### config.mk
export PLATFORM = sky130hd
export DESIGN_NAME = address_allow_deny_filter_core
export DESIGN_NICKNAME = d
export VERILOG_FILES = /design/src/hdl/afd_pkg.sv /design/src/hdl/afd_cell.sv /design/src/hdl/afd_list.sv /design/src/hdl/address_allow_deny_filter_core.sv
export SDC_FILE = /design/constraint.sdc
export NUM_CORES = 2
export LEC_CHECK = 0
export ABC_CLOCK_PERIOD_IN_PS = 6900
export BUFFER_PORTS_ARGS = -buffer_cell sky130_fd_sc_hd__buf_2
export CORE_MARGIN = 5
export CORE_UTILIZATION = 36
export CTS_CLUSTER_DIAMETER = 50
export CTS_CLUSTER_SIZE = 40
export DETAILED_ROUTE_END_ITERATION = 8
export GPL_ROUTABILITY_DRIVEN = 0
export SETUP_SLACK_MARGIN = 0.2
export SLEW_MARGIN = 10
export SYNTH_ARGS = -nofsm -noshare
export SYNTH_HDL_FRONTEND = slang
export SYNTH_SLANG_ARGS = --single-unit
### constraint.sdc
create_clock -name clk -period 6.9 [get_ports clk]
set_input_delay 0.345 -clock clk [delete_from_list [all_inputs] [get_ports clk]]
set_output_delay 0.345 -clock clk [all_outputs]
set_load 0.01 [all_outputs]
### src/hdl/afd_pkg.sv
`timescale 1ns / 1ps
// ----------------------------------------------------------------------------
// afd_pkg: shared types and codes of the address allow/deny filter
// Operation and status codes, field widths and the control and status
// structures passed between the controller, the lists and their cells.
// ----------------------------------------------------------------------------
package afd_pkg;

    localparam int ADDR_W  = 48;
    localparam int OP_W    = 2;
    localparam int STAT_W  = 2;
    localparam int COUNT_W = 5;

    localparam logic [OP_W-1:0] OP_QUERY  = 2'd0;
    localparam logic [OP_W-1:0] OP_ADD    = 2'd1;
    localparam logic [OP_W-1:0] OP_REMOVE = 2'd2;

    localparam logic [STAT_W-1:0] STATUS_DONE      = 2'd0;
    localparam logic [STAT_W-1:0] STATUS_PRESENT   = 2'd1;
    localparam logic [STAT_W-1:0] STATUS_FULL      = 2'd2;
    localparam logic [STAT_W-1:0] STATUS_NOT_FOUND = 2'd3;

    localparam logic LIST_ALLOW = 1'b0;
    localparam logic LIST_DENY  = 1'b1;

    typedef struct packed {
        logic compare;
        logic sweep;
        logic shift;
    } cell_ctrl_t;

    typedef struct packed {
        logic compare;
        logic sweep;
        logic add;
        logic remove;
    } list_ctrl_t;

    typedef struct packed {
        logic               found;
        logic               full;
        logic               empty_next;
        logic [COUNT_W-1:0] count_next;
    } list_stat_t;

endpackage

### src/hdl/afd_cell.sv
`timescale 1ns / 1ps
// ----------------------------------------------------------------------------
// afd_cell: one entry of an address list
// Holds one address and a match flag that ripples to the next cell, one cell
// per cycle. On a removal each flagged cell takes its right neighbor's entry.
// ----------------------------------------------------------------------------
module afd_cell
(
    input  logic                         clk,
    input  logic                         rst_n,
    input  afd_pkg::cell_ctrl_t          ctrl,
    input  logic [afd_pkg::ADDR_W-1:0]   addr,
    input  logic                         in_use,
    input  logic                         write_en,
    input  logic                         kill_in,
    input  logic [afd_pkg::ADDR_W-1:0]   next_entry,
    output logic [afd_pkg::ADDR_W-1:0]   entry,
    output logic                         kill
);

    logic [afd_pkg::ADDR_W-1:0] entry_reg;
    logic                       kill_reg;

    always_ff @(posedge clk)
    begin
        if (ctrl.shift && kill_reg)
        begin
            entry_reg <= next_entry;
        end
        else if (write_en)
        begin
            entry_reg <= addr;
        end
    end

    always_ff @(posedge clk or negedge rst_n)
    begin
        if (!rst_n)
        begin
            kill_reg <= 1'b0;
        end
        else if (ctrl.compare)
        begin
            kill_reg <= in_use && (entry_reg == addr);
        end
        else if (ctrl.sweep)
        begin
            kill_reg <= kill_reg | kill_in;
        end
    end

    assign entry = entry_reg;
    assign kill  = kill_reg;

endmodule

### src/hdl/afd_list.sv
`timescale 1ns / 1ps
// ----------------------------------------------------------------------------
// afd_list: one order-preserving address list
// A row of cells with a fill count. The match flags sweep along the row; the
// last cell then tells whether the address is present, and the flagged cells
// close the gap of the first match on a removal.
// ----------------------------------------------------------------------------
module afd_list
#(
    parameter int MAX_ENTRIES = 16
)
(
    input  logic                       clk,
    input  logic                       rst_n,
    input  afd_pkg::list_ctrl_t        ctrl,
    input  logic [afd_pkg::ADDR_W-1:0] addr,
    output afd_pkg::list_stat_t        stat
);

    localparam int CNT_W = $clog2(MAX_ENTRIES + 1);

    logic [CNT_W-1:0]           used_reg;
    logic [CNT_W-1:0]           used_next;
    logic [CNT_W+4:0]           used_ext;
    logic                       found;
    logic                       full;
    logic                       do_add;
    logic                       do_remove;
    afd_pkg::cell_ctrl_t        cell_ctrl;
    logic [afd_pkg::ADDR_W-1:0] entries [MAX_ENTRIES];
    logic [MAX_ENTRIES-1:0]     kills;

    assign found     = kills[MAX_ENTRIES-1];
    assign full      = (used_reg == CNT_W'(MAX_ENTRIES));
    assign do_add    = ctrl.add && !full && !found;
    assign do_remove = ctrl.remove && found;

    assign cell_ctrl.compare = ctrl.compare;
    assign cell_ctrl.sweep   = ctrl.sweep;
    assign cell_ctrl.shift   = do_remove;

    generate
        for (genvar i = 0; i < MAX_ENTRIES; i++)
        begin : g_cell
            logic                       kill_in;
            logic [afd_pkg::ADDR_W-1:0] next_entry;

            if (i == 0)
            begin : g_first
                assign kill_in = 1'b0;
            end
            else
            begin : g_inner
                assign kill_in = kills[i-1];
            end

            if (i == MAX_ENTRIES - 1)
            begin : g_last
                assign next_entry = entries[i];
            end
            else
            begin : g_body
                assign next_entry = entries[i+1];
            end

            afd_cell u_cell
            (
                .clk        (clk),
                .rst_n      (rst_n),
                .ctrl       (cell_ctrl),
                .addr       (addr),
                .in_use     (CNT_W'(i) < used_reg),
                .write_en   (do_add && (used_reg == CNT_W'(i))),
                .kill_in    (kill_in),
                .next_entry (next_entry),
                .entry      (entries[i]),
                .kill       (kills[i])
            );
        end
    endgenerate

    always_comb
    begin
        used_next = used_reg;
        if (do_add)
        begin
            used_next = used_reg + CNT_W'(1);
        end
        else if (do_remove)
        begin
            used_next = used_reg - CNT_W'(1);
        end
    end

    always_ff @(posedge clk or negedge rst_n)
    begin
        if (!rst_n)
        begin
            used_reg <= '0;
        end
        else
        begin
            used_reg <= used_next;
        end
    end

    assign used_ext        = {5'b0, used_next};
    assign stat.found      = found;
    assign stat.full       = full;
    assign stat.empty_next = (used_next == '0);
    assign stat.count_next = used_ext[afd_pkg::COUNT_W-1:0];

`ifndef SYNTH
    a_count_in_range: assert property (@(posedge clk) disable iff (!rst_n)
        used_reg <= CNT_W'(MAX_ENTRIES))
        else $error("List count exceeds its capacity.");

    a_add_remove_apart: assert property (@(posedge clk) disable iff (!rst_n)
        !(ctrl.add && ctrl.remove))
        else $error("Add and remove were issued in the same cycle.");

    a_remove_needs_entry: assert property (@(posedge clk) disable iff (!rst_n)
        do_remove |-> (used_reg != '0))
        else $error("A match was flagged in an empty list.");
`endif

endmodule

### src/hdl/address_allow_deny_filter_core.sv
`timescale 1ns / 1ps
// ----------------------------------------------------------------------------
// address_allow_deny_filter_core: allow/deny list filter for device addresses
// Runs queries, adds and removes against an allow list and a deny list.
//
// Channel  Direction  Transfer contents
// s_axis   in         tdata: op, device_address; tuser: list_select
// m_axis   out        tdata: success, status, allowed, in_deny_list,
//                     in_allow_list, allow_count, deny_count
//
// An item passes from acceptance through a compare state, a sweep state in
// which the match flag ripples along the cell rows, and an update state
// that writes its result. One item is processed at a time; the next
// one is taken while the previous result waits in the output register.
// The update cycle waits while that register is still full. Reset empties
// both lists at once.
// ----------------------------------------------------------------------------
module address_allow_deny_filter_core
#(
    parameter int MAX_ENTRIES = 16
)
(
    input  logic        clk,
    input  logic        rst_n,
    input  logic        s_tvalid,
    output logic        s_tready,
    input  logic [55:0] s_tdata,   // op[1:0], device_address[49:2], zero[55:50]
    input  logic        s_tuser,   // list_select[0]
    output logic        m_tvalid,
    input  logic        m_tready,
    output logic [15:0] m_tdata    // success[0], status[2:1], allowed[3],
                                   // in_deny_list[4], in_allow_list[5],
                                   // allow_count[10:6], deny_count[15:11]
);

    localparam int CNT_W = $clog2(MAX_ENTRIES + 1);

    localparam logic [1:0] ST_IDLE    = 2'd0;
    localparam logic [1:0] ST_COMPARE = 2'd1;
    localparam logic [1:0] ST_SWEEP   = 2'd2;
    localparam logic [1:0] ST_UPDATE  = 2'd3;

    logic [1:0]                   state_reg;
    logic [1:0]                   state_next;
    logic [CNT_W-1:0]             sweep_cnt_reg;
    logic [afd_pkg::OP_W-1:0]     op_reg;
    logic [afd_pkg::ADDR_W-1:0]   addr_reg;
    logic                         sel_reg;
    logic                         out_valid_reg;
    logic [15:0]                  out_data_reg;
    logic                         upd_go;
    logic                         accept;
    afd_pkg::list_ctrl_t          allow_ctrl;
    afd_pkg::list_ctrl_t          deny_ctrl;
    afd_pkg::list_stat_t          allow_stat;
    afd_pkg::list_stat_t          deny_stat;
    logic                         res_success;
    logic [afd_pkg::STAT_W-1:0]   res_status;
    logic                         res_allowed;
    logic                         res_in_deny;
    logic                         res_in_allow;
    logic                         sel_full;
    logic                         sel_found;

    assign s_tready = (state_reg == ST_IDLE);
    assign accept   = s_tvalid && s_tready;
    assign upd_go   = (state_reg == ST_UPDATE) && (!out_valid_reg || m_tready);

    always_comb
    begin
        state_next = state_reg;
        unique case (state_reg)
            ST_IDLE:
            begin
                if (accept)
                begin
                    state_next = ST_COMPARE;
                end
            end
            ST_COMPARE:
            begin
                state_next = ST_SWEEP;
            end
            ST_SWEEP:
            begin
                if (sweep_cnt_reg == CNT_W'(MAX_ENTRIES - 1))
                begin
                    state_next = ST_UPDATE;
                end
            end
            ST_UPDATE:
            begin
                if (upd_go)
                begin
                    state_next = ST_IDLE;
                end
            end
            default:
            begin
                state_next = ST_IDLE;
            end
        endcase
    end

    always_ff @(posedge clk or negedge rst_n)
    begin
        if (!rst_n)
        begin
            state_reg     <= ST_IDLE;
            sweep_cnt_reg <= '0;
            out_valid_reg <= 1'b0;
        end
        else
        begin
            state_reg <= state_next;
            if (state_reg == ST_SWEEP)
            begin
                sweep_cnt_reg <= sweep_cnt_reg + CNT_W'(1);
            end
            else
            begin
                sweep_cnt_reg <= '0;
            end
            if (upd_go)
            begin
                out_valid_reg <= 1'b1;
            end
            else if (m_tready)
            begin
                out_valid_reg <= 1'b0;
            end
        end
    end

    always_ff @(posedge clk)
    begin
        if (accept)
        begin
            op_reg   <= s_tdata[1:0];
            addr_reg <= s_tdata[49:2];
            sel_reg  <= s_tuser;
        end
        if (upd_go)
        begin
            out_data_reg <= {deny_stat.count_next, allow_stat.count_next, res_in_allow,
                             res_in_deny, res_allowed, res_status, res_success};
        end
    end

    assign allow_ctrl.compare = (state_reg == ST_COMPARE);
    assign allow_ctrl.sweep   = (state_reg == ST_SWEEP);
    assign allow_ctrl.add     = upd_go && (op_reg == afd_pkg::OP_ADD)
                                && (sel_reg == afd_pkg::LIST_ALLOW);
    assign allow_ctrl.remove  = upd_go && (op_reg == afd_pkg::OP_REMOVE);

    assign deny_ctrl.compare  = (state_reg == ST_COMPARE);
    assign deny_ctrl.sweep    = (state_reg == ST_SWEEP);
    assign deny_ctrl.add      = upd_go && (op_reg == afd_pkg::OP_ADD)
                                && (sel_reg == afd_pkg::LIST_DENY);
    assign deny_ctrl.remove   = upd_go && (op_reg == afd_pkg::OP_REMOVE);

    afd_list #(.MAX_ENTRIES(MAX_ENTRIES)) u_allow_list
    (
        .clk   (clk),
        .rst_n (rst_n),
        .ctrl  (allow_ctrl),
        .addr  (addr_reg),
        .stat  (allow_stat)
    );

    afd_list #(.MAX_ENTRIES(MAX_ENTRIES)) u_deny_list
    (
        .clk   (clk),
        .rst_n (rst_n),
        .ctrl  (deny_ctrl),
        .addr  (addr_reg),
        .stat  (deny_stat)
    );

    assign sel_full  = (sel_reg == afd_pkg::LIST_DENY) ? deny_stat.full : allow_stat.full;
    assign sel_found = (sel_reg == afd_pkg::LIST_DENY) ? deny_stat.found : allow_stat.found;

    always_comb
    begin
        res_in_allow = allow_stat.found;
        res_in_deny  = deny_stat.found;
        res_status   = afd_pkg::STATUS_DONE;
        res_success  = 1'b0;
        unique case (op_reg)
            afd_pkg::OP_ADD:
            begin
                if (sel_full)
                begin
                    res_status = afd_pkg::STATUS_FULL;
                end
                else
                begin
                    res_success = 1'b1;
                    if (sel_found)
                    begin
                        res_status = afd_pkg::STATUS_PRESENT;
                    end
                    if (sel_reg == afd_pkg::LIST_DENY)
                    begin
                        res_in_deny = 1'b1;
                    end
                    else
                    begin
                        res_in_allow = 1'b1;
                    end
                end
            end
            afd_pkg::OP_REMOVE:
            begin
                res_in_allow = 1'b0;
                res_in_deny  = 1'b0;
                res_success  = allow_stat.found || deny_stat.found;
                if (!res_success)
                begin
                    res_status = afd_pkg::STATUS_NOT_FOUND;
                end
            end
            default:
            begin
                res_success = !res_in_deny && (allow_stat.empty_next || res_in_allow);
            end
        endcase
    end

    assign res_allowed = !res_in_deny && (allow_stat.empty_next || res_in_allow);

    assign m_tvalid = out_valid_reg;
    assign m_tdata  = out_data_reg;

`ifndef SYNTH
    a_result_from_update: assert property (@(posedge clk) disable iff (!rst_n)
        $rose(m_tvalid) |-> ($past(state_reg) == ST_UPDATE))
        else $error("A result appeared without an update cycle.");

    a_allowed_not_denied: assert property (@(posedge clk) disable iff (!rst_n)
        m_tvalid |-> !(m_tdata[3] && m_tdata[4]))
        else $error("A denied address was reported as allowed.");

    a_full_fails: assert property (@(posedge clk) disable iff (!rst_n)
        (m_tvalid && (m_tdata[2:1] == afd_pkg::STATUS_FULL)) |-> !m_tdata[0])
        else $error("An add to a full list reported success.");

    a_single_item: assert property (@(posedge clk) disable iff (!rst_n)
        (state_reg != ST_IDLE) |-> !s_tready)
        else $error("A new item was taken while one is in progress.");
`endif

endmodule

==> impl_metrics.json <==
{
  "drt_pre_antenna_iters": 7,
  "clk_pin_slew_ps": 60,
  "synthTopCellsByCount": "edfxtp_1 (1603), mux2_2 (1231), xnor2_1 (825), xor2_1 (607), nand4_1 (251)",
  "crit_slowest_cell": "nand2_2",
  "maxSlewHeadroom_pct": 21.2,
  "pwr_density_cell_nw_per_um2": 312,
  "final_nets": 6091,
  "die_h_um": 500,
  "required_ps": 7350,
  "synth.distinct_cells": 69,
  "synth_top_area_share_pct": 55.6,
  "timing.final.hold_violations": 0,
  "vias": 50500,
  "cp_max_fo": 49,
  "overflow": 0,
  "die_w_um": 500,
  "fin_crit_ps": 4640,
  "worstPathCellList": "ha_1 -> nand2_1 -> inv_2 -> and3_1 -> buf_4 -> nand2_2 -> nand2_2",
  "stdcell_count": 9349,
  "cts-root-buf": "clkbuf_16",
  "synth_edf_count": 1603,
  "route.detailed.drc": 0,
  "cts_tree": "built",
  "worstSetupEndpointType": "register",
  "whs_ps": 222,
  "p_leak_nw": 31.4,
  "power_w": 0.0303,
  "p_sw_w": 0.00957,
  "grt_antenna_before_repair": 8,
  "utilization_pct": 40.5,
  "rsz0062_at_grt": "no",
  "post_cts_buffers": 0,
  "timing.final.crit_share_pct": 67.2,
  "status": "finished clean",
  "fillers": 21900,
  "postRouteAntennaNets": 0,
  "worst_pin_slew_ps": 1180,
  "drive_above_1_share_pct": 29.6,
  "p_int_w": 0.0207,
  "io_pins": 79,
  "fmax_ghz": 0.216,
  "critPathBufInv": 2,
  "yosys_register_bits": 1653,
  "hold_path_depth": 2,
  "die_area_um2": 250000,
  "worstSetupPathType": "reg2reg",
  "grt_pass1_wl_um": 378000,
  "coreArea_um2": 240000,
  "portBuffers": 72,
  "vdd_ir_drop_max_uv": 341,
  "clockBufferDepth": 3,
  "fin_skew_ps": 47.1,
  "cpPeakStageDelay_ps": 1160,
  "insertion_delay_ps": 860,
  "synth-main-ff-cell": "edfxtp_1",
  "start_util_pct": 36.1,
  "switching_share_pct": 31.6,
  "clkPwrFrac_pct": 33.7,
  "fin_setup_tns_ps": 0,
  "crit_top_cell": "nand2_2",
  "ys_seq_area_share_pct": 57.0,
  "dpl.hpwl_um": 177000,
  "cts-htree-levels": 4,
  "grt_pass1_vias": 50800,
  "drv_slew": 0,
  "dp.cells": 8967,
  "power_frac_comb_pct": 23.9,
  "ys_top_cells_by_area": "edfxtp_1 (56%), mux2_2 (16%), xnor2_1 (8.3%)",
  "crit_path_start_kind": "register",
  "min_path_type": "in2reg",
  "finalSetupViolations": 0,
  "grt_max_degree": 66,
  "grt_usage_pct": 20.6,
  "seqPwrFrac_pct": 42.4,
  "first_iter_violations": 5002,
  "row_count": 180,
  "yosysMostFrequentCell": "edfxtp_1",
  "drt-total-wl_um": 265000,
  "cap_violations": 0,
  "syn_nets": 6161,
  "async_reset_ff_share_pct": 3.02,
  "yosys.area.top_type": "edfxtp_1",
  "cts_buffers": 174,
  "crit_cells": 7,
  "viasPerCell": 5.41,
  "r2r_cells": 7,
  "cp.arrival_ps": 5090,
  "syn_area_um2": 86600,
  "yosysWarnings": 0,
  "synthCells": 6082,
  "wl_per_cell_um": 28.3,
  "avgSynthCellArea_um2": 14.2,
  "critPathTopFamily": "simple AND/OR/NAND/NOR gates",
  "syn2layout_area_growth_pct": 12.2,
  "cts.sinks": 1653
}
-- per-stage QoR --
| step | area, um^2 | setup slack, ps |
|---|---|---|
| floorplan | 86600 | 831 |
| global placement | 90400 | 2270 |
| detailed placement | 90400 | 2150 |
| CTS | 97100 | 2150 |
| global route | 97100 | 2000 |
| finish | 97100 | 2260 |
-- worst reg2reg max path, delay by kind of cell, from the launching register on --
family,cells,cell delay (ps)
adders and majority gates,1,490
buffers and inverters,2,930
DFF,1,400
and+or+nand+nor,4,2430
-- cell families after synthesis --
family	share of synthesized area, %
adders and majority gates	0.260
DFF	57.0
buffers and inverters	3.11
AOI/OAI and AO/OA	2.13
and+or+nand+nor	4.57
muxes	18.4
xor gates and xnor gates	14.5
-- final timing paths --
path	startpoint	endpoint	slack (ps)
hold reg to reg	sweep_cnt_reg[0]	sweep_cnt_reg[0]	480
min in group asynchronous	rst_n	u_allow_list.g_cell[11].u_cell.kill	360
setup / recovery	state_reg[0]	u_deny_list.g_cell[8].u_cell.entry[26]	2260
hold / removal	s_tdata[38]	addr_reg[36]	220
setup reg to reg	state_reg[0]	u_deny_list.g_cell[8].u_cell.entry[26]	2260
max in group asynchronous	rst_n	m_tvalid	5830
-- layout make-up --
| cell class | instances | area [um^2] | share of cell area, % |
|---|---|---|---|
| tap | 3185 | 3990 | 4.10 |
| clock buffer | 197 | 4550 | 4.68 |
| antenna | 2 | 5.00 | 0.00515 |
| inverter | 85 | 319 | 0.328 |
| multi-input combinational | 3831 | 34800 | 35.8 |
| clock inverter | 129 | 1680 | 1.73 |
| sequential | 1653 | 49400 | 50.8 |
| timing repair buffer | 267 | 2400 | 2.47 |
-- layer usage --
metal	track usage, %	share of wire (%)	vias up
li1	-	-	22400
met1	28.1	43	25800
met2	33.2	47	1905
met3	3.27	6.4	476
met4	7.42	3.9	0
met5	0	0	-
-- timing repair --
item                                    CTS  global route
hold buffers                             54             0
endpoints found under the setup margin    0             0
gates resized for setup                   0             0
endpoints found under the hold margin   104             0
-- power by group through the flow --
| stage | logic, W | clock network [W] | registers [W] |
|---|---|---|---|
| 6_report | 0.00724 | 0.0102 | 0.0128 |
| 5_1_grt | 0.00766 | 0.0108 | 0.0129 |
| 4_1_cts | 0.00721 | 0.0104 | 0.0128 |
| 3_5_place_dp | 0.00711 | 0 | 0.0131 |
| 3_3_place_gp | 0.00707 | 0 | 0.0130 |
| 2_1_floorplan | 0.00481 | 0 | 0.0127 |
-- cell usage in the layout, fill, tap and decap left out, types with 10 or more instances in the layout --
cell	instances
dfrtp_1	50
o32ai_1	11
xor2_1	607
buf_4	107
o22ai_1	56
nand2_2	45
nand2_1	70
o21ai_0	38
clkbuf_16	178
a21oi_1	42
clkinv_8	14
nor4_1	199
inv_6	30
nor3_1	25
xnor2_1	825
nand4_1	251
mux2_2	1231
clkinv_2	18
nor2_1	34
a221oi_1	20
nand3_1	28
mux2_1	184
ha_1	17
clkinv_4	11
o21ai_4	10
clkbuf_1	17
buf_2	71
edfxtp_1	1603
buf_12	35
a22o_1	18
clkinvlp_4	14
inv_8	14
inv_1	82
o2bb2ai_1	15
bufinv_16	21
dlygate4sd3_1	54
No activity file was read; power rests on OpenSTA's default activity.
